===== config.mk =====
export PLATFORM = sky130hd
export DESIGN_NAME = slot_reservation_table_top
export DESIGN_NICKNAME = d
export VERILOG_FILES = /design/src/design/srt_pkg.sv /design/src/design/srt_cell.sv /design/src/design/srt_ctrl.sv /design/src/design/slot_reservation_table_top.sv
export SDC_FILE = /design/constraint.sdc
export NUM_CORES = 1
export LEC_CHECK = 0
export BUFFER_PORTS_ARGS = -buffer_cell sky130_fd_sc_hd__buf_2
export CORE_UTILIZATION = 55
export CTS_CLUSTER_SIZE = 20
export DETAILED_ROUTE_END_ITERATION = 7
export GPL_TIMING_DRIVEN = 0
export PLACE_DENSITY = 0.71
export SYNTH_ARGS = -nofsm -noshare
export SYNTH_HDL_FRONTEND = slang
export SYNTH_SLANG_ARGS = --single-unit

===== constraint.sdc =====
create_clock -name clk_i -period 3 [get_ports clk_i]
set_input_delay 0.15 -clock clk_i [delete_from_list [all_inputs] [get_ports clk_i]]
set_output_delay 0.15 -clock clk_i [all_outputs]
set_load 0.1 [all_outputs]

===== src/design/srt_pkg.sv =====
package srt_pkg;

  localparam int SLOT_W  = 6;
  localparam int ROBOT_W = 8;
  localparam int FUNC_W  = 3;
  localparam int RTYPE_W = 2;

  localparam int LAST_SLOT_DEF     = 63;
  localparam int ROBOT_ID_BITS_DEF = 8;

  localparam logic [FUNC_W-1:0] FUNC_RESERVE = 3'd0;
  localparam logic [FUNC_W-1:0] FUNC_RELEASE = 3'd1;
  localparam logic [FUNC_W-1:0] FUNC_EXPIRE  = 3'd2;
  localparam logic [FUNC_W-1:0] FUNC_WINDOWS = 3'd3;
  localparam logic [FUNC_W-1:0] FUNC_HELD    = 3'd4;

  localparam logic [RTYPE_W-1:0] RTYPE_RESET       = 2'd3;
  localparam logic [RTYPE_W-1:0] RTYPE_ALWAYS_FREE = 2'd1;

endpackage


===== src/design/srt_cell.sv =====
module srt_cell #(
  parameter int OWNER_BITS = srt_pkg::ROBOT_ID_BITS_DEF
) (
  input  logic                  clk_i,
  input  logic                  rst_ni,
  input  logic                  shift_i,
  input  logic                  taken_i,
  input  logic [OWNER_BITS-1:0] owner_i,
  output logic                  taken_o,
  output logic [OWNER_BITS-1:0] owner_o
);

  logic                  taken_q;
  logic [OWNER_BITS-1:0] owner_q;

  always_ff @(posedge clk_i or negedge rst_ni) begin
    if (!rst_ni) begin
      taken_q <= 1'b0;
      owner_q <= '0;
    end else if (shift_i) begin
      taken_q <= taken_i;
      owner_q <= owner_i;
    end
  end

  assign taken_o = taken_q;
  assign owner_o = owner_q;

endmodule


===== src/design/srt_ctrl.sv =====
module srt_ctrl #(
  parameter int LAST_SLOT     = srt_pkg::LAST_SLOT_DEF,
  parameter int ROBOT_ID_BITS = srt_pkg::ROBOT_ID_BITS_DEF
) (
  input  logic                        clk_i,
  input  logic                        rst_ni,
  input  logic                        start_i,
  output logic                        busy_o,
  input  logic [srt_pkg::FUNC_W-1:0]  func_i,
  input  logic [srt_pkg::ROBOT_W-1:0] robot_i,
  input  logic [srt_pkg::SLOT_W-1:0]  first_slot_i,
  input  logic [srt_pkg::SLOT_W-1:0]  last_slot_i,
  input  logic [srt_pkg::SLOT_W-1:0]  current_slot_i,
  input  logic [srt_pkg::RTYPE_W-1:0] rtype_i,
  input  logic                        head_taken_i,
  input  logic [ROBOT_ID_BITS-1:0]    head_owner_i,
  output logic                        shift_o,
  output logic                        tail_taken_o,
  output logic [ROBOT_ID_BITS-1:0]    tail_owner_o,
  output logic                        result_valid_o,
  output logic                        ok_o,
  output logic                        found_o,
  output logic [srt_pkg::SLOT_W-1:0]  range_start_o,
  output logic [srt_pkg::SLOT_W-1:0]  range_end_o,
  output logic                        last_o
);
  import srt_pkg::*;

  localparam logic [1:0] ST_IDLE  = 2'd0;
  localparam logic [1:0] ST_SCAN  = 2'd1;
  localparam logic [1:0] ST_CLAIM = 2'd2;
  localparam logic [1:0] ST_FLUSH = 2'd3;

  localparam logic [SLOT_W-1:0] LastIdx = SLOT_W'(LAST_SLOT);

  logic [1:0]               st_q, st_d;
  logic [SLOT_W-1:0]        idx_q, idx_d;
  logic [FUNC_W-1:0]        func_q, func_d;
  logic [ROBOT_ID_BITS-1:0] id_q, id_d;
  logic [SLOT_W-1:0]        first_q, first_d, lastsl_q, lastsl_d, cur_q, cur_d;
  logic                     conflict_q, conflict_d;
  logic                     inrun_q, inrun_d;
  logic [SLOT_W-1:0]        start_q, start_d;
  logic                     pend_v_q, pend_v_d;
  logic [SLOT_W-1:0]        pend_rs_q, pend_rs_d, pend_re_q, pend_re_d;
  logic                     strobe_q, strobe_d, ok_q, ok_d, found_q, found_d, last_q, last_d;
  logic [SLOT_W-1:0]        rs_q, rs_d, re_q, re_d;

  always_comb begin
    logic              is_end;
    logic              own;
    logic              in_range;
    logic              range_ok;
    logic              blocked;
    logic              new_v;
    logic [SLOT_W-1:0] new_rs;
    logic [SLOT_W-1:0] new_re;

    is_end   = (idx_q == LastIdx);
    own      = head_taken_i && (head_owner_i == id_q);
    in_range = (idx_q >= first_q) && (idx_q <= lastsl_q);
    range_ok = (first_q != '0) && (first_q <= lastsl_q) && (lastsl_q <= LastIdx);
    blocked  = head_taken_i && (head_owner_i != id_q);
    new_v    = 1'b0;
    new_rs   = '0;
    new_re   = '0;

    st_d       = st_q;
    idx_d      = idx_q;
    func_d     = func_q;
    id_d       = id_q;
    first_d    = first_q;
    lastsl_d   = lastsl_q;
    cur_d      = cur_q;
    conflict_d = conflict_q;
    inrun_d    = inrun_q;
    start_d    = start_q;
    pend_v_d   = pend_v_q;
    pend_rs_d  = pend_rs_q;
    pend_re_d  = pend_re_q;

    strobe_d = 1'b0;
    ok_d     = 1'b1;
    found_d  = 1'b0;
    rs_d     = '0;
    re_d     = '0;
    last_d   = 1'b0;

    tail_taken_o = head_taken_i;
    tail_owner_o = head_owner_i;

    unique case (st_q)
      ST_IDLE: begin
        if (start_i) begin
          func_d     = func_i;
          id_d       = ROBOT_ID_BITS'(robot_i);
          first_d    = first_slot_i;
          lastsl_d   = last_slot_i;
          cur_d      = current_slot_i;
          idx_d      = '0;
          conflict_d = 1'b0;
          inrun_d    = 1'b0;
          pend_v_d   = 1'b0;
          unique case (func_i)
            FUNC_RESERVE, FUNC_RELEASE, FUNC_EXPIRE, FUNC_HELD: st_d = ST_SCAN;
            FUNC_WINDOWS: begin
              if (rtype_i == RTYPE_ALWAYS_FREE) begin
                strobe_d = 1'b1;
                found_d  = 1'b1;
                rs_d     = SLOT_W'(1);
                re_d     = LastIdx;
                last_d   = 1'b1;
              end else begin
                st_d = ST_SCAN;
              end
            end
            default: begin
              strobe_d = 1'b1;
              ok_d     = 1'b0;
              last_d   = 1'b1;
            end
          endcase
        end
      end

      ST_SCAN: begin
        idx_d = is_end ? '0 : idx_q + 1'b1;
        unique case (func_q)
          FUNC_RESERVE: begin
            if (own) begin
              tail_taken_o = 1'b0;
              tail_owner_o = '0;
            end
            if (in_range && tail_taken_o) conflict_d = 1'b1;
            if (is_end) begin
              if (range_ok && !conflict_d) begin
                st_d = ST_CLAIM;
              end else begin
                st_d     = ST_IDLE;
                strobe_d = 1'b1;
                ok_d     = 1'b0;
                last_d   = 1'b1;
              end
            end
          end
          FUNC_RELEASE, FUNC_EXPIRE: begin
            if ((func_q == FUNC_RELEASE) ? own : (idx_q < cur_q)) begin
              tail_taken_o = 1'b0;
              tail_owner_o = '0;
            end
            if (is_end) begin
              st_d     = ST_IDLE;
              strobe_d = 1'b1;
              last_d   = 1'b1;
            end
          end
          FUNC_WINDOWS: begin
            if (idx_q != '0) begin
              if (!blocked && !inrun_q) begin
                inrun_d = 1'b1;
                start_d = idx_q;
              end
              if (blocked && inrun_q) begin
                inrun_d = 1'b0;
                new_v   = 1'b1;
                new_rs  = start_q;
                new_re  = idx_q - 1'b1;
              end
            end
            // run still open at the top slot closes there
            if (is_end && inrun_d) begin
              new_v  = 1'b1;
              new_rs = start_d;
              new_re = LastIdx;
            end
            if (is_end) st_d = ST_FLUSH;
          end
          FUNC_HELD: begin
            if ((idx_q != '0) && own) begin
              new_v  = 1'b1;
              new_rs = idx_q;
              new_re = idx_q;
            end
            if (is_end) st_d = ST_FLUSH;
          end
          default: st_d = ST_IDLE;
        endcase
        // one word held back so the final one can carry last
        if (new_v) begin
          if (pend_v_q) begin
            strobe_d = 1'b1;
            found_d  = 1'b1;
            rs_d     = pend_rs_q;
            re_d     = pend_re_q;
          end
          pend_v_d  = 1'b1;
          pend_rs_d = new_rs;
          pend_re_d = new_re;
        end
      end

      ST_CLAIM: begin
        idx_d = is_end ? '0 : idx_q + 1'b1;
        if (in_range) begin
          tail_taken_o = 1'b1;
          tail_owner_o = id_q;
        end
        if (is_end) begin
          st_d     = ST_IDLE;
          strobe_d = 1'b1;
          last_d   = 1'b1;
        end
      end

      ST_FLUSH: begin
        st_d     = ST_IDLE;
        strobe_d = 1'b1;
        last_d   = 1'b1;
        found_d  = pend_v_q;
        rs_d     = pend_v_q ? pend_rs_q : '0;
        re_d     = pend_v_q ? pend_re_q : '0;
      end

      default: st_d = ST_IDLE;
    endcase
  end

  always_ff @(posedge clk_i or negedge rst_ni) begin
    if (!rst_ni) begin
      st_q       <= ST_IDLE;
      idx_q      <= '0;
      conflict_q <= 1'b0;
      inrun_q    <= 1'b0;
      pend_v_q   <= 1'b0;
      strobe_q   <= 1'b0;
    end else begin
      st_q       <= st_d;
      idx_q      <= idx_d;
      conflict_q <= conflict_d;
      inrun_q    <= inrun_d;
      pend_v_q   <= pend_v_d;
      strobe_q   <= strobe_d;
    end
  end

  always_ff @(posedge clk_i) begin
    func_q    <= func_d;
    id_q      <= id_d;
    first_q   <= first_d;
    lastsl_q  <= lastsl_d;
    cur_q     <= cur_d;
    start_q   <= start_d;
    pend_rs_q <= pend_rs_d;
    pend_re_q <= pend_re_d;
    ok_q      <= ok_d;
    found_q   <= found_d;
    rs_q      <= rs_d;
    re_q      <= re_d;
    last_q    <= last_d;
  end

  assign busy_o         = (st_q != ST_IDLE);
  assign shift_o        = (st_q == ST_SCAN) || (st_q == ST_CLAIM);
  assign result_valid_o = strobe_q;
  assign ok_o           = ok_q;
  assign found_o        = found_q;
  assign range_start_o  = rs_q;
  assign range_end_o    = re_q;
  assign last_o         = last_q;

endmodule


===== src/design/slot_reservation_table_top.sv =====
// channel   direction  handshake                       word
// command   in         start_i & !busy_o               func, robot, first/last/current slot
// result    out        result_valid_o, one cycle only  ok, found, range_start/end, last
// config    in         cfg_valid_i & cfg_ready_o       resource_type
//
// the table is a ring of LAST_SLOT+1 cells that rotates once per pass through the head cell
// release, expire: one pass, result when the pass ends
// reserve: a release/check pass then, if the check passes, a claim pass
// queries: one pass plus a flush state; words stream out during the pass
// unknown commands and windows with resource_type 1 answer in the cycle after start
// reset empties the table and sets resource_type to 3; results cannot be stalled
module slot_reservation_table_top #(
  parameter int LAST_SLOT     = srt_pkg::LAST_SLOT_DEF,
  parameter int ROBOT_ID_BITS = srt_pkg::ROBOT_ID_BITS_DEF
) (
  input  logic                        clk_i,
  input  logic                        rst_ni,
  input  logic                        start_i,
  output logic                        busy_o,
  input  logic [srt_pkg::FUNC_W-1:0]  func_i,
  input  logic [srt_pkg::ROBOT_W-1:0] robot_i,
  input  logic [srt_pkg::SLOT_W-1:0]  first_slot_i,
  input  logic [srt_pkg::SLOT_W-1:0]  last_slot_i,
  input  logic [srt_pkg::SLOT_W-1:0]  current_slot_i,
  output logic                        result_valid_o,
  output logic                        ok_o,
  output logic                        found_o,
  output logic [srt_pkg::SLOT_W-1:0]  range_start_o,
  output logic [srt_pkg::SLOT_W-1:0]  range_end_o,
  output logic                        last_o,
  input  logic                        cfg_valid_i,
  output logic                        cfg_ready_o,
  input  logic [srt_pkg::RTYPE_W-1:0] cfg_data_i
);
  import srt_pkg::*;

  localparam int NumCells = LAST_SLOT + 1;

  logic [RTYPE_W-1:0] rtype_q;

  logic                     shift;
  logic                     tail_taken;
  logic [ROBOT_ID_BITS-1:0] tail_owner;
  logic [NumCells-1:0]      taken;
  logic [ROBOT_ID_BITS-1:0] owner [NumCells];

  assign cfg_ready_o = 1'b1;

  always_ff @(posedge clk_i or negedge rst_ni) begin
    if (!rst_ni) begin
      rtype_q <= RTYPE_RESET;
    end else if (cfg_valid_i) begin
      rtype_q <= cfg_data_i;
    end
  end

  // cell k takes from cell k+1, the last cell takes the updated head
  for (genvar k = 0; k < NumCells; k++) begin : g_cell
    if (k == NumCells - 1) begin : g_tail
      srt_cell #(.OWNER_BITS(ROBOT_ID_BITS)) u_cell (
        .clk_i   (clk_i),
        .rst_ni  (rst_ni),
        .shift_i (shift),
        .taken_i (tail_taken),
        .owner_i (tail_owner),
        .taken_o (taken[k]),
        .owner_o (owner[k])
      );
    end else begin : g_mid
      srt_cell #(.OWNER_BITS(ROBOT_ID_BITS)) u_cell (
        .clk_i   (clk_i),
        .rst_ni  (rst_ni),
        .shift_i (shift),
        .taken_i (taken[k+1]),
        .owner_i (owner[k+1]),
        .taken_o (taken[k]),
        .owner_o (owner[k])
      );
    end
  end

  srt_ctrl #(
    .LAST_SLOT     (LAST_SLOT),
    .ROBOT_ID_BITS (ROBOT_ID_BITS)
  ) u_ctrl (
    .clk_i          (clk_i),
    .rst_ni         (rst_ni),
    .start_i        (start_i),
    .busy_o         (busy_o),
    .func_i         (func_i),
    .robot_i        (robot_i),
    .first_slot_i   (first_slot_i),
    .last_slot_i    (last_slot_i),
    .current_slot_i (current_slot_i),
    .rtype_i        (rtype_q),
    .head_taken_i   (taken[0]),
    .head_owner_i   (owner[0]),
    .shift_o        (shift),
    .tail_taken_o   (tail_taken),
    .tail_owner_o   (tail_owner),
    .result_valid_o (result_valid_o),
    .ok_o           (ok_o),
    .found_o        (found_o),
    .range_start_o  (range_start_o),
    .range_end_o    (range_end_o),
    .last_o         (last_o)
  );

endmodule

==> metrics, run 1 <==
outcome finished clean; CTS max path bufs 3; Area growth syn-to-layout 14.39%; Worst Setup EP g_cell[63].g_tail.u_cell.owner_o[3]; CP Capture Type flip-flop; max-cap viol count 0; RSZ-0062 raised after global routing false; Worst Skew 0.02213 ns; Leak Pwr 14.46 nW; number of placed I/O pins 53; Synth Warn # 0; Worst-Skew Late Latency 0.60 ns; Hold WC Path Type input port to asynchronous set/reset pin; Setup Crit Path Kind flip-flop to flip-flop; pre-CTS WS -0.2420 ns; number of placed cells counting well taps 2254; CTS tree done; fin. max-slew vios 0; CTS H-tree depth 3; Fin. Hold Viols 0; gr usage total 18.71%; fin crit period 2.794 ns; R2R depth 10; Worst Max-Slew Pin Slew 1.339 ns; Mean Syn Cell Area 15.78 sq um; area leader, netlist dfrtp_1; GR Overflow Total 0; crit path from u_ctrl.idx_q[0]; VDD IR-drop max 679.4 uV; syn nets 1663; nets 1822; Syn Inst Count 1598; antenna-violating nets left 0; Util after Layout 63.68%; r2r startpoint u_ctrl.idx_q[0]; HPWL Detailed 27110 um; number of setup buffers added after CTS 0; Primary FF master, synth dfrtp_1; I/O Buffers 51; Yosys reg bits 652; TNS Setup 0 ns; clock tree sinks 652; Reg clk slew, reported paths 0.06 ns; initial antenna violation count 1; number of synthesized flops with an enable pin 47; synth unique cells 55; Avg WL per Cell 17.23 um; CTS Buf Count 66; min setup slack post-route 0.2065 ns; fin cells 2408; diodes inserted 0; crit start category flip-flop; final setup fails 0; vias per cell 5.369; Worst R2R End g_cell[63].g_tail.u_cell.owner_o[3]; sequential share of the synthesized area 65.37%; Die Wd 216.1 um; Data arrival, critical path 3.27 ns; layout cells sized above 1 42.04%; Starting Density 55.67%; Max transition margin 10.63%; period utilization 93.12%; share of the synthesized area in the top cell type 58.37%; placer congestion estimate 0.8302; crit-path max FO 10; R2R setup slack 0.21 ns; CTS root buffer clkbuf_16; Routed WL 41500 um; largest net degree at the start of global routing 130; drc violations 0; Required @ worst endpoint 3.48 ns; P per Cell Area 863.7 nW/um^2; core area 45280 sq um; global-route wire length before repair 70760 um; Starting DRT DRC Count 707; mapped cell area 25210 sq um; vias in the first global route 13812; asr flop ratio synth 90.49%; die area 46690 sq um; # fillers 3229; Vias 12928; Hold WS 0.02750 ns; drt first pass iters 7; FP Rows 78; Synth area leaders dfrtp_1 (58%), mux2_2 (26%), edfxtp_1 (5.6%); die height 216.1 um; FMAX 358.0 MHz
-- sequential cells by signal, indices dropped and copies added, names as in the netlist, 2 cells and up --
signal / count
g_cell.g_mid.u_cell.owner_o: 504
u_ctrl.cur_q: 6
u_ctrl.idx_q: 6
u_ctrl.range_start_o: 6
u_ctrl.pend_re_q: 6
u_ctrl.st_q: 2
u_ctrl.pend_rs_q: 6
g_cell.g_tail.u_cell.owner_o: 8
g_cell.g_mid.u_cell.taken_o: 63
u_ctrl.lastsl_q: 6
u_ctrl.start_q: 6
u_ctrl.func_q: 3
u_ctrl.id_q: 8
u_ctrl.range_end_o: 6
rtype_q: 2
u_ctrl.first_q: 6
-- area by class of cell --
type | count | area, sq um | share of cell area [%]
repair buffers | 91 | 753.2 | 2.612
plain buffers | 83 | 369.1 | 1.280
well taps | 600 | 750.7 | 2.603
clock buffers | 102 | 1959 | 6.795
clock inverters | 17 | 156.4 | 0.5423
flip-flops and latches | 652 | 16480 | 57.14
inverters | 26 | 97.59 | 0.3384
multi-input cells | 837 | 8273 | 28.69
-- through the flow --
stage | power, mW | instance area, sq um
2_1_floorplan | 15.34 | 25210
5_1_grt | 26.13 | 28840
3_5_place_dp | 17.19 | 26360
6_report | 24.91 | 28840
4_1_cts | 25.24 | 28830
3_3_place_gp | 17.00 | 26220
-- report_power, final --
part	internal, mW	switching [mW]	total (mW)
clock network	4.61	3.30	7.91
logic	3.07	4.29	7.37
registers	9.37	0.268	9.63
-- synth_stat cells (all sizes together) (2+ instances only) --
| master | number |
|---|---|
| a31oi | 3 |
| a21oi | 21 |
| nor3 | 3 |
| a22o | 11 |
| clkbuf | 59 |
| a221o | 8 |
| dfrtp | 588 |
| nand2 | 26 |
| edfxtp | 47 |
| dfstp | 2 |
| a211oi | 2 |
| o211ai | 4 |
| a21o | 13 |
| o32ai | 2 |
| dfxtp | 15 |
| nor2 | 25 |
| o21a | 3 |
| nand3 | 15 |
| nor3b | 2 |
| ha | 30 |
| and2 | 10 |
| or2 | 2 |
| buf | 24 |
| nor2b | 11 |
| nand4 | 4 |
| nand2b | 5 |
| xnor2 | 9 |
| nor4 | 3 |
| inv | 26 |
| nand3b | 2 |
| and3 | 4 |
| mux2 | 575 |
| o2bb2ai | 2 |
| o21ai | 29 |
-- critical path, stage by stage (launching register included) --
cell	delay, ns
dfrtp_1	0.36
clkbuf_2	0.24
inv_1	0.16
ha_1	0.30
nand2b_1	0.10
a211oi_1	0.07
o31ai_1	0.29
nor2b_1	0.30
o32ai_1	0.13
a21o_1	0.31
a221o_1	0.41
-- routing by layer --
| metal | track usage, % | routed length [um] | vias up |
|---|---|---|---|
| met5 | 0 | 13 | - |
| met4 | 6.033 | 993 | 2 |
| met3 | 3.677 | 1407 | 74 |
| met2 | 30.28 | 20070 | 208 |
| met1 | 25.59 | 19010 | 6619 |
| li1 | - | - | 6025 |
-- layout by cell type (no fill, tap or decap), types with 4 or more instances in the layout --
master	count
dfrtp_1	588
mux2_2	575
clkbuf_1	75
clkbuf_16	68
buf_2	62
edfxtp_1	47
dlygate4sd3_1	35
ha_1	30
o21ai_0	27
inv_1	26
nand2_1	26
nor2_1	24
a21oi_1	20
nand3_1	15
dfxtp_1	15
a21o_1	13
clkbuf_8	13
a22o_1	11
nor2b_1	11
and2_1	10
xnor2_1	9
a221o_1	8
clkbuf_2	7
clkinv_2	7
nand2b_1	5
buf_16	5
and3_1	4
nand4_1	4
o211ai_1	4
buf_1	4
-- logic make-up (layout without fill, tap and decap cells) --
logic type                 Yosys count  count (layout)  synth area share (%)
AOI/OAI and AO/OA                  107             107                 2.943
xor gates and xnor gates             9               9                0.3127
adders and majority gates           31              31                 1.529
buffers and inverters              109             319                 1.817
DFF                                652             652                 65.37
muxes                              576             576                 25.72
other                                1               1               0.01488
and+or+nand+nor                    113             113                 2.293
-- timing repair --
action | in CTS | in global routing
gates resized for setup | 2 | 8
hold buffers | 35 | 0
endpoints found under the setup margin | 343 | 16
gates cloned | 0 | 0
hold endpoints to repair | 299 | 0
-- worst min-delay path by stage --
stage / endpoint / slack, ns / depth (start not counted)
after detailed placement: u_ctrl.idx_q[5] / 0.05 / 1
after CTS: u_ctrl.idx_q[5] / 0.004 / 2
after floorplan: g_cell[0].g_mid.u_cell.owner_o[0] / -0.15 / 0
after global placement: u_ctrl.lastsl_q[4] / 0.33 / 1
final: u_ctrl.idx_q[5] / 0.03 / 2
after global routing: u_ctrl.idx_q[5] / 0.04 / 2
(Power assumes the default switching activity.)
==> inputs of run 2 (changes only) <==
--- a/config.mk
+++ b/config.mk
@@ -10,7 +10,7 @@
 export CTS_CLUSTER_SIZE = 20
 export DETAILED_ROUTE_END_ITERATION = 7
 export GPL_TIMING_DRIVEN = 0
-export PLACE_DENSITY = 0.71
+export PLACE_DENSITY = 0.69
 export SYNTH_ARGS = -nofsm -noshare
 export SYNTH_HDL_FRONTEND = slang
 export SYNTH_SLANG_ARGS = --single-unit
==> run 2 against run 1 <==
Effect of this change:
- fmax is 0.90% lower
- sequential power hardly changed
- register-to-register slack worse by 0.03 ns
- cell count stayed put
- clock power is 4.6% higher
- die area stayed put
- sequential share of layout area is 0.21 points lower
- global-route usage is 0.38 points higher
- routed wire length is 1.6% higher
- first-iteration DRC count is 9.3% lower
- utilization is 0.24 points higher
==> metrics, run 2 (same netlist as run 1, synthesis figures left out) <==
Clk pwr share 32.7% (+1.0 points); Leak Pwr 14.50 nW (+0.31%); fin. max-slew vios 0 (unchanged); Starting DRT DRC Count 641 (-9.3%); initial antenna violation count 1 (unchanged); CTS tree done; die height 216.1 um (unchanged); largest net degree at the start of global routing 132 (+1.5%); placer congestion estimate 0.8389 (+1.0%); VDD IR-drop max 730.5 uV (+7.5%); FMAX 354.7 MHz (-0.90%); P per Cell Area 874.3 nW/um^2 (+1.2%); Worst Max-Slew Pin Slew 1.319 ns (-0.01981 ns); share of power burned in combinational logic 29.2% (-0.4 points); CTS Buf Count 67 (+1.5%); Hold WC Path Type input port to asynchronous set/reset pin; number of placed I/O pins 53 (unchanged); CTS root buffer clkbuf_16; CTS max path bufs 3 (unchanged); outcome finished clean; fin crit period 2.819 ns (+0.02550 ns); TNS Setup 0 ns (unchanged); GR Overflow Total 0 (unchanged); CTS H-tree depth 3 (unchanged); Max transition margin 11.95% (+1.3 points); nets 1823 (+0.055%); clock tree sinks 652 (unchanged); diodes inserted 0 (unchanged); Worst Skew 0.01798 ns (-0.004151 ns); Routed WL 42140 um (+1.6%); NetSw 7.912 mW (+0.71%); gr usage total 19.09% (+0.38 points); drt first pass iters 5 (-2); max reg flops 504 (unchanged); number of setup buffers added after CTS 0 (unchanged); crit-path max FO 10 (unchanged); max-cap viol count 0 (unchanged); RSZ-0062 raised after global routing false; layout cells sized above 1 42.20% (+0.17 points); commonest non-fill, non-tap cell in the layout dfrtp_1; antenna-violating nets left 0 (unchanged); Starting Density 55.67% (unchanged); global-route wire length before repair 71650 um (+1.3%); switch share 31.26% (-0.28 points); vias in the first global route 13971 (+1.2%); Final Instance Area 28950 sq um (+0.37%); Avg WL per Cell 17.50 um (+1.6%); Vias 12999 (+0.55%); Seq pwr share 38.1% (-0.6 points); FP Rows 78 (unchanged); Required @ worst endpoint 3.47 ns (about the same); core area 45280 sq um (unchanged); final setup fails 0 (unchanged); Area growth syn-to-layout 14.82%; HPWL Detailed 27430 um (+1.2%); Data arrival, critical path 3.29 ns (+0.02 ns); most frequent cells in the layout dfrtp_1 (588), mux2_2 (575), clkbuf_1 (73); Setup Crit Path Kind flip-flop to flip-flop; period utilization 93.97% (+0.85 points); Reg clk slew, reported paths 0.06 ns (about the same); CP Capture Type flip-flop; crit start category flip-flop; Worst-Skew Late Latency 0.60 ns (about the same); Placed Instance Area 26360 sq um (unchanged); drc violations 0 (unchanged); Fin. Hold Viols 0 (unchanged); die area 46690 sq um (unchanged); vias per cell 5.398 (+0.55%); Die Wd 216.1 um (unchanged); I/O Buffers 51 (unchanged); Pint 17.40 mW (+2.0%)
## run 2: repair_timing
action | in CTS | in global routing
endpoints found under the hold margin | 113 | 0
resized for setup | 2 | 5
hold buffers | 35 | 0
endpoints found under the setup margin | 58 | 430
## run 2: critical path, stage by stage (launching register included)
cell      delay [ns]
dfrtp_1         0.39
inv_1           0.09
ha_1            0.35
clkbuf_2        0.35
clkbuf_1        0.47
clkbuf_1        0.63
mux2_2          0.41
## run 2: area by class of cell
class,count,area [sq um]
flip-flops and latches,652,16480
fillers,3314,16340
multi-input cells,837,8274
clock buffers,101,1997
repair buffers,91,753.2
well taps,600,750.7
plain buffers,83,365.4
clock inverters,18,229.0
inverters,26,97.59
## run 2: final timing paths
kind / from / endpoint / slack, ns / depth (start not counted)
worst min-delay path: rst_ni / u_ctrl.idx_q[0] / 0.17 / 2
min in group clk_i: robot_i[2] / u_ctrl.id_q[2] / 0.25 / 2
max in group asynchronous: rst_ni / g_cell[41].g_mid.u_cell.taken_o / 1.52 / 4
worst max register to register: u_ctrl.st_q[1] / g_cell[6].g_mid.u_cell.owner_o[5] / 0.18 / 6
worst max-delay path: u_ctrl.st_q[1] / g_cell[6].g_mid.u_cell.owner_o[5] / 0.18 / 6
worst min register to register: u_ctrl.pend_re_q[2] / u_ctrl.range_end_o[2] / 0.45 / 1
## run 2: power by group through the flow
stage | combinational (mW) | clock [mW] | sequential, mW
6_report | 7.40 | 8.27 | 9.64
4_1_cts | 7.50 | 8.51 | 9.64
3_3_place_gp | 7.25 | 0 | 9.80
5_1_grt | 7.99 | 8.88 | 9.69
2_1_floorplan | 5.55 | 0 | 9.78
3_5_place_dp | 7.42 | 0 | 9.80
## run 2: metrics by stage
stage	std cells	total power [mW]	setup slack, ns	hold slack (ns)	util (%)
floorplan	1598	15.34	0.5748	-0.1456	-
global placement	2249	17.04	-9.985	0.3279	57.89
detailed placement	2254	17.23	-0.05369	0.1787	58.22
CTS	2408	25.65	0.01483	0.1501	63.91
global route	2408	26.56	0.09553	0.1818	63.92
finish	2408	25.31	0.1810	0.1706	63.92
## run 2: metal layers
layer | vias up | global-route usage, % | share of wire (%)
met3 | 83 | 3.481 | 3.1
met2 | 177 | 31.41 | 49
met4 | 0 | 6.549 | 2.7
li1 | 6016 | - | -
met1 | 6723 | 25.68 | 45
met5 | - | 0 | 0
